[config.mk]
export PLATFORM = sky130hd
export DESIGN_NAME = point_in_polygon_even_odd
export DESIGN_NICKNAME = d
export VERILOG_FILES = /design/src/rtl/core/pip_pkg.sv /design/src/rtl/core/pip_ram.sv /design/src/rtl/core/pip_mul.sv /design/src/rtl/core/point_in_polygon_even_odd.sv
export SDC_FILE = /design/constraint.sdc
export NUM_CORES = 2
export LEC_CHECK = 0
export BUFFER_PORTS_ARGS = -buffer_cell sky130_fd_sc_hd__buf_4
export CORE_MARGIN = 5
export CORE_UTILIZATION = 48
export CTS_CLUSTER_DIAMETER = 50
export DETAILED_ROUTE_END_ITERATION = 6
export GPL_TIMING_DRIVEN = 0
export SLEW_MARGIN = 20
export SYNTH_ARGS = -nofsm -noshare
export SYNTH_HDL_FRONTEND = slang
export SYNTH_SLANG_ARGS = --single-unit
[constraint.sdc]
create_clock -name clock -period 9.8 [get_ports clock]
set_input_delay 1.96 -clock clock [delete_from_list [all_inputs] [get_ports clock]]
set_output_delay 1.96 -clock clock [all_outputs]
set_load 0.02 [all_outputs]
[src/rtl/core/pip_pkg.sv]
// Package for the even-odd point-in-polygon block.
// Holds the item action codes, the sequencer states and the orientation sign codes.
// Depends on nothing; the top level of the block imports it.
package pip_pkg;

   localparam int ACTION_W = 2;
   localparam int CROSS_W  = 7;

   typedef enum logic [ACTION_W-1:0] {
      ACT_CLEAR  = 2'd0,
      ACT_APPEND = 2'd1,
      ACT_QUERY  = 2'd2
   } action_type;

   typedef enum logic [3:0] {
      ST_IDLE,
      ST_FETCH,
      ST_LOAD,
      ST_MUL_P,
      ST_MUL_QA,
      ST_MUL_QB,
      ST_WAIT,
      ST_EVAL,
      ST_DONE
   } state_type;

   typedef enum logic [1:0] {
      ORI_ZERO,
      ORI_POS,
      ORI_NEG
   } orient_type;

endpackage

[src/rtl/core/pip_ram.sv]
// Generic single-port-write, single-port-read RAM with a registered read.
// Used for the polygon vertex store; depends on no other file.
module pip_ram #(
   parameter int WIDTH = 32,
   parameter int DEPTH = 64
) (
   input  logic                     clock,
   input  logic                     wr_en,
   input  logic [$clog2(DEPTH)-1:0] wr_addr,
   input  logic [WIDTH-1:0]         wr_data,
   input  logic                     rd_en,
   input  logic [$clog2(DEPTH)-1:0] rd_addr,
   output logic [WIDTH-1:0]         rd_data
);

   logic [WIDTH-1:0] mem_ff [DEPTH];
   logic [WIDTH-1:0] rd_data_ff;

   always_ff @(posedge clock) begin
      if (wr_en) begin
         mem_ff[wr_addr] <= wr_data;
      end
      if (rd_en) begin
         rd_data_ff <= mem_ff[rd_addr];
      end
   end

   assign rd_data = rd_data_ff;

endmodule

[src/rtl/core/pip_mul.sv]
// Shared signed multiplier with registered operands and a registered product.
// The product is registered behind the operand registers; depends on no other file.
module pip_mul #(
   parameter int W = 18
) (
   input  logic                  clock,
   input  logic signed [W-1:0]   op_a,
   input  logic signed [W-1:0]   op_b,
   output logic signed [2*W-1:0] prod
);

   logic signed [W-1:0]   a_ff;
   logic signed [W-1:0]   b_ff;
   logic signed [2*W-1:0] prod_ff;
   logic signed [2*W-1:0] prod_in;

   assign prod_in = a_ff * b_ff;

   always_ff @(posedge clock) begin
      a_ff    <= op_a;
      b_ff    <= op_b;
      prod_ff <= prod_in;
   end

   assign prod = prod_ff;

endmodule

[src/rtl/core/point_in_polygon_even_odd.sv]
// Top level of the even-odd point-in-polygon block.
// Depends on pip_pkg, pip_ram (vertex store) and pip_mul (shared multiplier).
//
// Usage: an item is taken at a rising edge with start high and busy low.
// A clear item empties the polygon and clears the overflow flag. An append item
// writes one vertex into the store and tracks the lowest Y; when the store is
// full the vertex is dropped and the sticky overflow flag is set. Clear and
// append never raise busy, so items of those kinds can follow each other on
// every cycle. A query item raises busy and walks the stored edges, wrap edge
// included, against a vertical segment from the point down to the lowest Y
// minus the margin. For each edge its vertices are read from the store as needed
// (the wrap edge reuses the first one) and three products pass through the single
// shared multiplier, which registers its operands and its product. rsp_strobe
// marks the one result cycle at the end of the query. The receiver cannot
// stall, so the result is shown once and busy then drops. Reset empties the
// polygon and clears the overflow flag and the sequencer.
module point_in_polygon_even_odd #(
   parameter int MAX_VERTICES = 64,
   parameter int RAY_MARGIN   = 5,
   parameter int COORD_BITS   = 16
) (
   input  logic                                 clock,
   input  logic                                 reset,
   input  logic                                 start,
   output logic                                 busy,
   input  logic [pip_pkg::ACTION_W-1:0]         req_action,
   input  logic signed [COORD_BITS-1:0]         req_coord_x,
   input  logic signed [COORD_BITS-1:0]         req_coord_y,
   output logic                                 rsp_strobe,
   output logic                                 rsp_inside_res,
   output logic                                 rsp_on_boundary,
   output logic [pip_pkg::CROSS_W-1:0]          rsp_crossings,
   output logic                                 rsp_overflowed
);

   import pip_pkg::*;

   localparam int CB = COORD_BITS;
   localparam int DW = COORD_BITS + 2;
   localparam int PW = 2 * DW;
   localparam int CW = $clog2(MAX_VERTICES + 1);
   localparam int AW = $clog2(MAX_VERTICES);
   localparam int VW = 2 * COORD_BITS;

   state_type state_ff, state_in;

   logic [CW-1:0]          count_ff, count_in;
   logic signed [CB-1:0]   lowest_ff, lowest_in;
   logic                   ovf_ff, ovf_in;
   logic signed [CB-1:0]   px_ff, px_in;
   logic signed [CB-1:0]   py_ff, py_in;
   logic signed [DW-1:0]   ry_ff, ry_in;
   logic [CW-1:0]          idx_ff, idx_in;
   logic signed [CB-1:0]   ax_ff, ax_in, ay_ff, ay_in;
   logic signed [CB-1:0]   bx_ff, bx_in, by_ff, by_in;
   logic signed [CB-1:0]   fx_ff, fx_in, fy_ff, fy_in;
   logic                   last_ff, last_in;
   logic signed [PW-1:0]   p_ff, p_in;
   orient_type             ori_a_ff, ori_a_in;
   logic [CROSS_W-1:0]     cnt_ff, cnt_in;
   logic                   onb_ff, onb_in;

   logic                   accept;
   logic                   wr_en;
   logic                   rd_en;
   logic [VW-1:0]          wr_data;
   logic [VW-1:0]          rd_data;
   logic signed [CB-1:0]   rd_x, rd_y;
   logic signed [DW-1:0]   op_a, op_b;
   logic signed [PW-1:0]   prod;

   logic signed [DW-1:0]   axe, aye, bxe, bye, pxe, pye;
   orient_type             ori_b, sa, sb;
   logic                   cross_hit, onb_hit;
   logic [CW-1:0]          idx_next;

   function automatic orient_type orient_wide(input logic signed [PW-1:0] p,
                                              input logic signed [PW-1:0] q);
      orient_type r;
      if (p > q) begin
         r = ORI_POS;
      end else if (p < q) begin
         r = ORI_NEG;
      end else begin
         r = ORI_ZERO;
      end
      return r;
   endfunction

   function automatic orient_type orient_coord(input logic signed [CB-1:0] v,
                                               input logic signed [CB-1:0] ref_v);
      orient_type r;
      if (v > ref_v) begin
         r = ORI_POS;
      end else if (v < ref_v) begin
         r = ORI_NEG;
      end else begin
         r = ORI_ZERO;
      end
      return r;
   endfunction

   function automatic logic between(input logic signed [DW-1:0] v,
                                    input logic signed [DW-1:0] a,
                                    input logic signed [DW-1:0] b);
      return ((v <= a) && (v >= b)) || ((v >= a) && (v <= b));
   endfunction

   assign accept  = start && !busy;
   assign wr_data = {req_coord_x, req_coord_y};
   assign rd_x    = rd_data[VW-1:CB];
   assign rd_y    = rd_data[CB-1:0];

   pip_ram #(
      .WIDTH (VW),
      .DEPTH (MAX_VERTICES)
   ) u_store (
      .clock   (clock),
      .wr_en   (wr_en),
      .wr_addr (count_ff[AW-1:0]),
      .wr_data (wr_data),
      .rd_en   (rd_en),
      .rd_addr (idx_ff[AW-1:0]),
      .rd_data (rd_data)
   );

   pip_mul #(
      .W (DW)
   ) u_mul (
      .clock (clock),
      .op_a  (op_a),
      .op_b  (op_b),
      .prod  (prod)
   );

   assign axe = DW'(ax_ff);
   assign aye = DW'(ay_ff);
   assign bxe = DW'(bx_ff);
   assign bye = DW'(by_ff);
   assign pxe = DW'(px_ff);
   assign pye = DW'(py_ff);

   assign ori_b = orient_wide(p_ff, prod);
   assign sa    = orient_coord(ax_ff, px_ff);
   assign sb    = orient_coord(bx_ff, px_ff);

   assign cross_hit =
      ((ori_a_ff != ori_b) && (ry_ff != pye) && (sa != sb)) ||
      ((ori_a_ff == ORI_ZERO) && between(pxe, axe, bxe) && between(pye, aye, bye)) ||
      ((ori_b == ORI_ZERO) && between(pxe, axe, bxe) && between(ry_ff, aye, bye)) ||
      ((axe == pxe) && between(aye, pye, ry_ff)) ||
      ((bxe == pxe) && between(bye, pye, ry_ff));

   assign onb_hit =
      ((px_ff == ax_ff) && (py_ff == ay_ff)) ||
      ((px_ff == bx_ff) && (py_ff == by_ff)) ||
      ((ax_ff == bx_ff) && (px_ff == ax_ff) && between(pye, aye, bye)) ||
      ((ay_ff == by_ff) && (py_ff == ay_ff) && between(pxe, axe, bxe));

   assign idx_next = idx_ff + CW'(1);

   always_comb begin
      state_in = state_ff;
      case (state_ff)
         ST_IDLE: begin
            if (accept && (req_action == ACT_QUERY)) begin
               state_in = (count_ff == '0) ? ST_DONE : ST_FETCH;
            end
         end
         ST_FETCH: begin
            state_in = ST_LOAD;
         end
         ST_LOAD: begin
            if ((idx_ff == '0) && (count_ff != CW'(1))) begin
               state_in = ST_FETCH;
            end else begin
               state_in = ST_MUL_P;
            end
         end
         ST_MUL_P: begin
            state_in = ST_MUL_QA;
         end
         ST_MUL_QA: begin
            state_in = ST_MUL_QB;
         end
         ST_MUL_QB: begin
            state_in = ST_WAIT;
         end
         ST_WAIT: begin
            state_in = ST_EVAL;
         end
         ST_EVAL: begin
            if (last_ff) begin
               state_in = ST_DONE;
            end else if (idx_next == count_ff) begin
               state_in = ST_MUL_P;
            end else begin
               state_in = ST_FETCH;
            end
         end
         ST_DONE: begin
            state_in = ST_IDLE;
         end
         default: begin
            state_in = ST_IDLE;
         end
      endcase
   end

   always_comb begin
      busy       = 1'b1;
      rsp_strobe = 1'b0;
      rd_en      = 1'b0;
      wr_en      = 1'b0;
      op_a       = '0;
      op_b       = '0;
      case (state_ff)
         ST_IDLE: begin
            busy  = 1'b0;
            wr_en = accept && (req_action == ACT_APPEND) &&
                    (count_ff < CW'(MAX_VERTICES));
         end
         ST_FETCH: begin
            rd_en = 1'b1;
         end
         ST_MUL_P: begin
            op_a = bye - aye;
            op_b = pxe - bxe;
         end
         ST_MUL_QA: begin
            op_a = bxe - axe;
            op_b = pye - bye;
         end
         ST_MUL_QB: begin
            op_a = bxe - axe;
            op_b = ry_ff - bye;
         end
         ST_DONE: begin
            rsp_strobe = 1'b1;
         end
         default: begin
            busy = 1'b1;
         end
      endcase
   end

   always_comb begin
      count_in  = count_ff;
      lowest_in = lowest_ff;
      ovf_in    = ovf_ff;
      px_in     = px_ff;
      py_in     = py_ff;
      ry_in     = ry_ff;
      idx_in    = idx_ff;
      ax_in     = ax_ff;
      ay_in     = ay_ff;
      bx_in     = bx_ff;
      by_in     = by_ff;
      fx_in     = fx_ff;
      fy_in     = fy_ff;
      last_in   = last_ff;
      p_in      = p_ff;
      ori_a_in  = ori_a_ff;
      cnt_in    = cnt_ff;
      onb_in    = onb_ff;
      case (state_ff)
         ST_IDLE: begin
            if (accept) begin
               case (req_action)
                  ACT_CLEAR: begin
                     count_in  = '0;
                     lowest_in = '0;
                     ovf_in    = 1'b0;
                  end
                  ACT_APPEND: begin
                     if (count_ff < CW'(MAX_VERTICES)) begin
                        count_in = count_ff + CW'(1);
                        if ((count_ff == '0) || (req_coord_y < lowest_ff)) begin
                           lowest_in = req_coord_y;
                        end
                     end else begin
                        ovf_in = 1'b1;
                     end
                  end
                  ACT_QUERY: begin
                     px_in   = req_coord_x;
                     py_in   = req_coord_y;
                     ry_in   = DW'(lowest_ff) - DW'(RAY_MARGIN);
                     idx_in  = '0;
                     last_in = 1'b0;
                     cnt_in  = '0;
                     onb_in  = 1'b0;
                  end
                  default: begin
                     count_in = count_ff;
                  end
               endcase
            end
         end
         ST_LOAD: begin
            if (idx_ff == '0) begin
               ax_in = rd_x;
               ay_in = rd_y;
               fx_in = rd_x;
               fy_in = rd_y;
               if (count_ff == CW'(1)) begin
                  bx_in   = rd_x;
                  by_in   = rd_y;
                  last_in = 1'b1;
               end else begin
                  idx_in = CW'(1);
               end
            end else begin
               bx_in = rd_x;
               by_in = rd_y;
            end
         end
         ST_MUL_QB: begin
            p_in = prod;
         end
         ST_WAIT: begin
            ori_a_in = orient_wide(p_ff, prod);
         end
         ST_EVAL: begin
            if (cross_hit && (count_ff > CW'(1))) begin
               cnt_in = cnt_ff + CROSS_W'(1);
            end
            if (onb_hit) begin
               onb_in = 1'b1;
            end
            ax_in = bx_ff;
            ay_in = by_ff;
            if (!last_ff) begin
               idx_in = idx_next;
               if (idx_next == count_ff) begin
                  bx_in   = fx_ff;
                  by_in   = fy_ff;
                  last_in = 1'b1;
               end
            end
         end
         default: begin
            cnt_in = cnt_ff;
         end
      endcase
   end

   always_ff @(posedge clock) begin
      if (reset) begin
         state_ff  <= ST_IDLE;
         count_ff  <= '0;
         lowest_ff <= '0;
         ovf_ff    <= 1'b0;
      end else begin
         state_ff  <= state_in;
         count_ff  <= count_in;
         lowest_ff <= lowest_in;
         ovf_ff    <= ovf_in;
      end
   end

   always_ff @(posedge clock) begin
      px_ff    <= px_in;
      py_ff    <= py_in;
      ry_ff    <= ry_in;
      idx_ff   <= idx_in;
      ax_ff    <= ax_in;
      ay_ff    <= ay_in;
      bx_ff    <= bx_in;
      by_ff    <= by_in;
      fx_ff    <= fx_in;
      fy_ff    <= fy_in;
      last_ff  <= last_in;
      p_ff     <= p_in;
      ori_a_ff <= ori_a_in;
      cnt_ff   <= cnt_in;
      onb_ff   <= onb_in;
   end

   assign rsp_inside_res  = cnt_ff[0];
   assign rsp_on_boundary = onb_ff;
   assign rsp_crossings   = cnt_ff;
   assign rsp_overflowed  = ovf_ff;

`ifndef SYNTHESIS
   a_count_bounded: assert property (@(posedge clock) disable iff (reset)
      count_ff <= CW'(MAX_VERTICES))
      else $error("vertex count exceeds the store depth");

   a_query_goes_busy: assert property (@(posedge clock) disable iff (reset)
      (start && !busy && (req_action == ACT_QUERY)) |=> busy)
      else $error("query item did not start the edge walk");

   a_single_strobe: assert property (@(posedge clock) disable iff (reset)
      rsp_strobe |=> (!rsp_strobe && !busy))
      else $error("result strobe not followed by an idle cycle");

   a_no_write_while_busy: assert property (@(posedge clock) disable iff (reset)
      busy |-> !wr_en)
      else $error("vertex store written during a query");
`endif

endmodule
== Word level (Yosys, flattened, before mapping) ==
Memories as Yosys holds them, arrays and structs flattened. A register that Yosys moved wholly into a read port is not among the register bits.
Index checks and enable logic that the tools add are counted.

* Memories: 1
* Bits in registers: 300
* Word-level logic and storage cells: 223
* RAM bits: 2048

{| class="wikitable"
|+ Memories
! memory !! depth !! width !! read ports !! clocked after Yosys merged registers in !! write ports !! line !! text
|-
| u_store.mem_ff || 64 || 32 || 1 || 1 || 1 || pip_ram.sv:16 || <nowiki>logic [WIDTH-1:0] mem_ff [DEPTH];</nowiki>
|}

* Eq/ne operators: 38
* Mux-type cells: 58
* Add/subtract/negate cells: 9
* $lt $le $gt $ge: 29
* Multipliers: 1
* Reductions and logical operators: 65

{| class="wikitable"
|+ Operator list
! kind !! number
|-
| 16-bit 2-to-1 mux || 12
|-
| 16-bit case mux with 2 select lines || 5
|-
| 16-bit equality test || 8
|-
| 16-bit greater-or-equal comparator || 6
|-
| 16-bit less-or-equal comparator || 6
|-
| 16-bit by 16-bit subtractor with 17-bit output || 4
|-
| 18-bit case mux with 3 select lines || 1
|-
| 7-bit 2-to-1 mux || 7
|-
| 16-bit less-than comparator || 3
|-
| 16-bit by 18-bit greater-or-equal comparator with 1-bit output || 2
|-
| 18-bit by 16-bit greater-or-equal comparator with 1-bit output || 2
|-
| 36-bit > comparator || 1
|-
| 16-bit by 18-bit less-or-equal comparator with 1-bit output || 2
|-
| 18-bit by 16-bit less-or-equal comparator with 1-bit output || 2
|-
| 36-bit less-than comparator || 1
|-
| 18-bit by 18-bit multiplier with 36-bit output || 1
|-
| 18-bit case mux with 2 select lines || 1
|-
| 16-bit > comparator || 2
|-
| 4-bit case mux with 8 select lines || 1
|-
| 1-bit logical AND || 30
|-
| 7-bit case mux with 2 select lines || 2
|-
| 7-bit by 1-bit adder with 7-bit output, second input constant || 3
|-
| 7-bit case mux with 3 select lines || 1
|-
| 4-bit AND reduction || 5
|-
| other kinds (34) || 92
|}

== Depth between registers and ports, before layout ==
* Depth in word-level cells: 13
* Mapped depth: 26

== Cells and area by module ==
Synthesis repeated with hierarchy kept, for this count alone.

* Cells, all modules: 6583
* Area total of the unflattened synthesis: 108740.5 um2

{| class="wikitable"
|+ Modules (own cells, without submodules)
! module !! cells an instance !! area each (um2) !! instances
|-
| pip_ram || 3511 || 79359.9 || 1
|-
| point_in_polygon_even_odd || 1630 || 15708.8 || 1
|-
| pip_mul || 1442 || 13671.9 || 1
|}

== Least setup slack after synthesis ==
OpenSTA, ideal clock, no wires.

* Kind: input to register
* Start: input port start
* End: register cnt_ff[0] (netlist: rsp_crossings[0]), enable pin
* Path slack: 2.540 ns
* Arrival time: 6.877 ns
* Path buffers: 0
* Cell stages on the path: 4
* Cells stage by stage: nand2_1 nor3b_1 nor2_1 a211oi_1

* Cells in the longest elaborated chain, start to end: 3

{| class="wikitable"
|+ Ends and longest elaborated chain
! item !! line !! text
|-
| start, declared || point_in_polygon_even_odd.sv:24 || <nowiki>input logic start,</nowiki>
|-
| 1-bit logical AND || point_in_polygon_even_odd.sv:109 || <nowiki>assign accept = start && !busy;</nowiki>
|-
| 2-bit != test (no line) || - ||
|-
| 4-bit AND reduction (no line) || - ||
|-
| end signal, assigned || point_in_polygon_even_odd.sv:376 || <nowiki>cnt_ff <= cnt_in;</nowiki>
|-
| end, declared || point_in_polygon_even_odd.sv:60 || <nowiki>logic [CROSS_W-1:0] cnt_ff, cnt_in;</nowiki>
|}

Every way passes these cells.
A chain may end at the register's enable or synchronous reset.

== Worst setup path in the final report ==
* Start: register u_mul.a_ff[16]
* End: register u_mul.prod_ff[34] (netlist: u_mul.prod[34])

* Cells in the longest elaborated chain, start to end: 1

{| class="wikitable"
|+ Ends and longest elaborated chain
! item !! line !! text
|-
| start, declared || pip_mul.sv:12 || <nowiki>logic signed [W-1:0] a_ff;</nowiki>
|-
| start signal, assigned || pip_mul.sv:20 || <nowiki>a_ff <= op_a;</nowiki>
|-
| 18-bit by 18-bit multiplier with 36-bit output || pip_mul.sv:17 || <nowiki>assign prod_in = a_ff * b_ff;</nowiki>
|-
| named net u_mul.prod_in[34] || pip_mul.sv:15 || <nowiki>logic signed [2*W-1:0] prod_in;</nowiki>
|-
| end signal, assigned || pip_mul.sv:22 || <nowiki>prod_ff <= prod_in;</nowiki>
|-
| end, declared || pip_mul.sv:14 || <nowiki>logic signed [2*W-1:0] prod_ff;</nowiki>
|}

The timed path passes the listed nets, and every way through them passes these cells.

==> results.toml <==
[setup_path]
crit_slowest_cell = "fa_1"
endpoint_kind = "flip-flop"
crit_chain = "clkbuf_1, clkbuf_1, nand2_1, fa_1, fa_1, inv_1, ha_1, inv_1, fa_1, inv_1, fa_1, inv_1, fa_1, inv_1, ha_1, clkbuf_1, nand4_1, nor2_1, nand3_1, o311ai_1, a31o_2, a21oi_1, xnor2_1"
r2r-end = "u_mul.prod[34]$_DFF_P_"
reg2reg_depth = 23
reg2reg_from = "u_mul.a_ff[16]$_DFF_P_"
cp-start-kind = "flip-flop"
critical_path_arrival_ps = 8400
rrSetupSlack_ps = 2190
cp_num_buf_inv = 8
max_stage_delay_ps = 760
worst-endpoint-required_ps = 10590
worstSetupPathType = "flip-flop to flip-flop"
path_max_fanout = 10
critPathTopFamily = "adder cells"

[route]
wire_per_inst_um = 30.70
detail-route-antenna-nets = 0
wl_um = 295900
viasPerCell = 5.968
drt-pass1-iter-count = 6
first_iter_violations = 6516
route.detailed.drc = 0
vias = 57520

[timing]
whs_ps = 425.1
slew_headroom_pct = 17.99
timing.final.crit_share_pct = 77.66
skew_ps = 89.05
maxSlewViolCount = 0
rsz0062_at_grt = "false"
fin_crit_ps = 7611
finalSetupViolations = 0
finalHoldViolCount = 0
max_freq_mhz = 131.4
tightest_slew_ps = 1230

[die]
die_w_um = 483.6
die_h_um = 483.6
num_rows = 173
core_region_area_sq_mm = 0.2227
initial_utilization_pct = 48.33
num_io_pins = 49
dieArea_sq_mm = 0.2338

[pwr]
pwr-share-seq_pct = 50.7
switchingPower_mw = 4.589
p_int_mw = 17.39
p_sw_share_pct = 20.88
power.leakage_nw = 42.56
p_comb_share_pct = 3.2
ir_worst_vdd_v = 0.0001750
clkPwrFrac_pct = 46.0
finalPower_mw = 21.98
power_density_mw_per_mm2 = 178.4

[cts]
htreeDepth = 5
cts_tree = "built"
holdBufCountCts = 0
path_clk_slew_ps = 50
cts_setup_buffers = 0
cts_buffer_depth = 4
clk_latency_ps = 960
numCtsBuffers = 288
clock_sinks = 2378
cts.root.buffer_cell = "clkbuf_16"
cts_resized = 0

[synth]
post_synth.cell_area_avg_sq_um = 17.92
synthDistinctLibCells = 82
synth_edf_count = 2279
ys_async_sr_fraction_pct = 0
synth_ff_type = "edfxtp_1"
yosys.area.top_type = "edfxtp_1"
synth.most_common_cell = "edfxtp_1"
syn_inst = 6007
synth_area_sq_mm = 0.1076
syn-num-nets = 6650
yosysSeqAreaShare_pct = 65.42
synth-seq-cells = 2378
synth.area.top_cells = "edfxtp_1, mux4_2, fa_1"
yosysWarnings = 0
synth_top_area_share_pct = 63.57
yosys-top-cells-count = "edfxtp_1, mux4_2, inv_1"

[global_route]
grt_max_degree = 68
grt.total_usage_pct = 25.23
grt_pass1_vias = 58480
grt.overflow.total = 0
antenna_found_initial = 32
grt_pass1_wl_um = 423500

[place]
dp.final_hpwl_um = 208700
portBuffers = 48
gp_congestion = 0.9076

[layout]
drive_gt1_share_pct = 20.90
nFillCells = 17200
area_growth_pct = 14.45
nets = 7089

[hold_path]
whs_endpoint = "p_ff[5]$_DFFE_PP_"
holdCritStartpoint = "u_mul.prod[5]$_DFF_P_"
hold_path.class = "flip-flop to flip-flop"
whs_path_depth = 0

[run_status]
status = "completed"

[job]
cap_viol_max_count = 0
-- how the worst max path moves through the flow --
stage / end / from / slack (ps) / cells past startpoint
after floorplan: rsp_crossings[0]$_SDFFCE_PN0P_ / start / 2540 / 4
after global placement: u_store.mem_ff[40][13]$_DFFE_PP_ / start / -1120 / 6
after detailed placement: u_mul.prod[34]$_DFF_P_ / u_mul.a_ff[16]$_DFF_P_ / 2200 / 23
after CTS: u_mul.prod[34]$_DFF_P_ / u_mul.a_ff[16]$_DFF_P_ / 2170 / 23
after global routing: u_mul.prod[34]$_DFF_P_ / u_mul.a_ff[16]$_DFF_P_ / 1730 / 23
final: u_mul.prod[34]$_DFF_P_ / u_mul.a_ff[16]$_DFF_P_ / 2190 / 23
-- final cells by class --
class	count	area, sq um	share of cell area (%)
Multi-Input combinational cell	2860	34750	28.21
Antenna cell	16	40.04	0.03250
Clock buffer	341	7616	6.182
Tap cell	2975	3722	3.021
Inverter	526	1974	1.603
Timing Repair Buffer	149	2278	1.849
Buffer	243	1056	0.8572
Sequential cell	2378	70420	57.16
Clock inverter	150	1339	1.087
-- cells by family after synthesis --
family          Yosys count  synth area share (%)
xor+xnor                150                 1.220
compound gates          475                 2.856
flops                  2378                 65.42
fa+ha+maj               606                 9.296
mux                     674                 14.08
buf+inv                 769                 2.788
simple gates            955                 4.346
-- worst reg2reg max path, stage by stage (launching register included) --
cell and delay, ps:
dfxtp_1 380, clkbuf_1 340, clkbuf_1 460, nand2_1 280, fa_1 760, fa_1 460, inv_1 90, ha_1 610
inv_1 280, fa_1 570, inv_1 50, fa_1 530, inv_1 50, fa_1 470, inv_1 40, ha_1 260
clkbuf_1 290, nand4_1 190, nor2_1 260, nand3_1 140, o311ai_1 520, a31o_2 250, a21oi_1 70, xnor2_1 120
-- cells in the final DEF (no fill, tap or decap), types with 48 or more instances in the layout --
cell type	n
a21o_1	65
nand4_1	48
nand3_1	78
edfxtp_1	2279
buf_4	67
nor2_4	63
mux4_2	672
nand2_1	328
dfxtp_1	99
o21ai_0	95
buf_2	56
clkbuf_1	184
ha_1	283
clkinv_1	58
xnor2_1	117
clkbuf_16	296
nor2_1	111
fa_1	323
inv_1	525
and2_1	161
a21oi_1	132
-- layer usage --
layer	global-route usage [%]	share of wire (%)	vias to the layer above
met5	0	0.017	-
met3	4.185	7.2	470
met2	41.35	49	2360
li1	-	-	24110
met1	34.81	40	30580
met4	8.354	3.7	8
-- power by group through the flow --
stage | registers (mW) | clock network (mW) | logic (mW)
final | 11.2 | 10.1 | 0.710
after global routing | 11.1 | 10.8 | 0.743
after CTS | 11.2 | 10.3 | 0.718
after detailed placement | 11.4 | 0 | 0.717
after global placement | 11.4 | 0 | 0.695
after floorplan | 11.4 | 0 | 0.324
-- flip-flops by register name (all words and copies together), names as in the netlist, 17 cells and up --
name / flops
u_mul.b_ff: 18
u_mul.a_ff: 17
u_mul.prod: 36
p_ff: 36
ry_ff: 17
u_store.mem_ff: 2048
u_store.rd_data: 32
-- per-stage QoR --
| step | area, sq um | TNS [ps] | setup slack (ps) | cells | utilization, % |
|---|---|---|---|---|---|
| after detailed placement | 114200 | 0 | 2196 | 9128 | 51.25 |
| final | 123200 | 0 | 2189 | 9638 | 55.31 |
| after floorplan | 107600 | 0 | 2540 | 6007 | - |
| after global placement | 111700 | -66580 | -1121 | 9030 | 50.16 |
| after CTS | 123100 | 0 | 2169 | 9619 | 55.27 |
| after global routing | 123200 | 0 | 1730 | 9623 | 55.29 |
No activity file was read; power rests on OpenSTA's default activity.
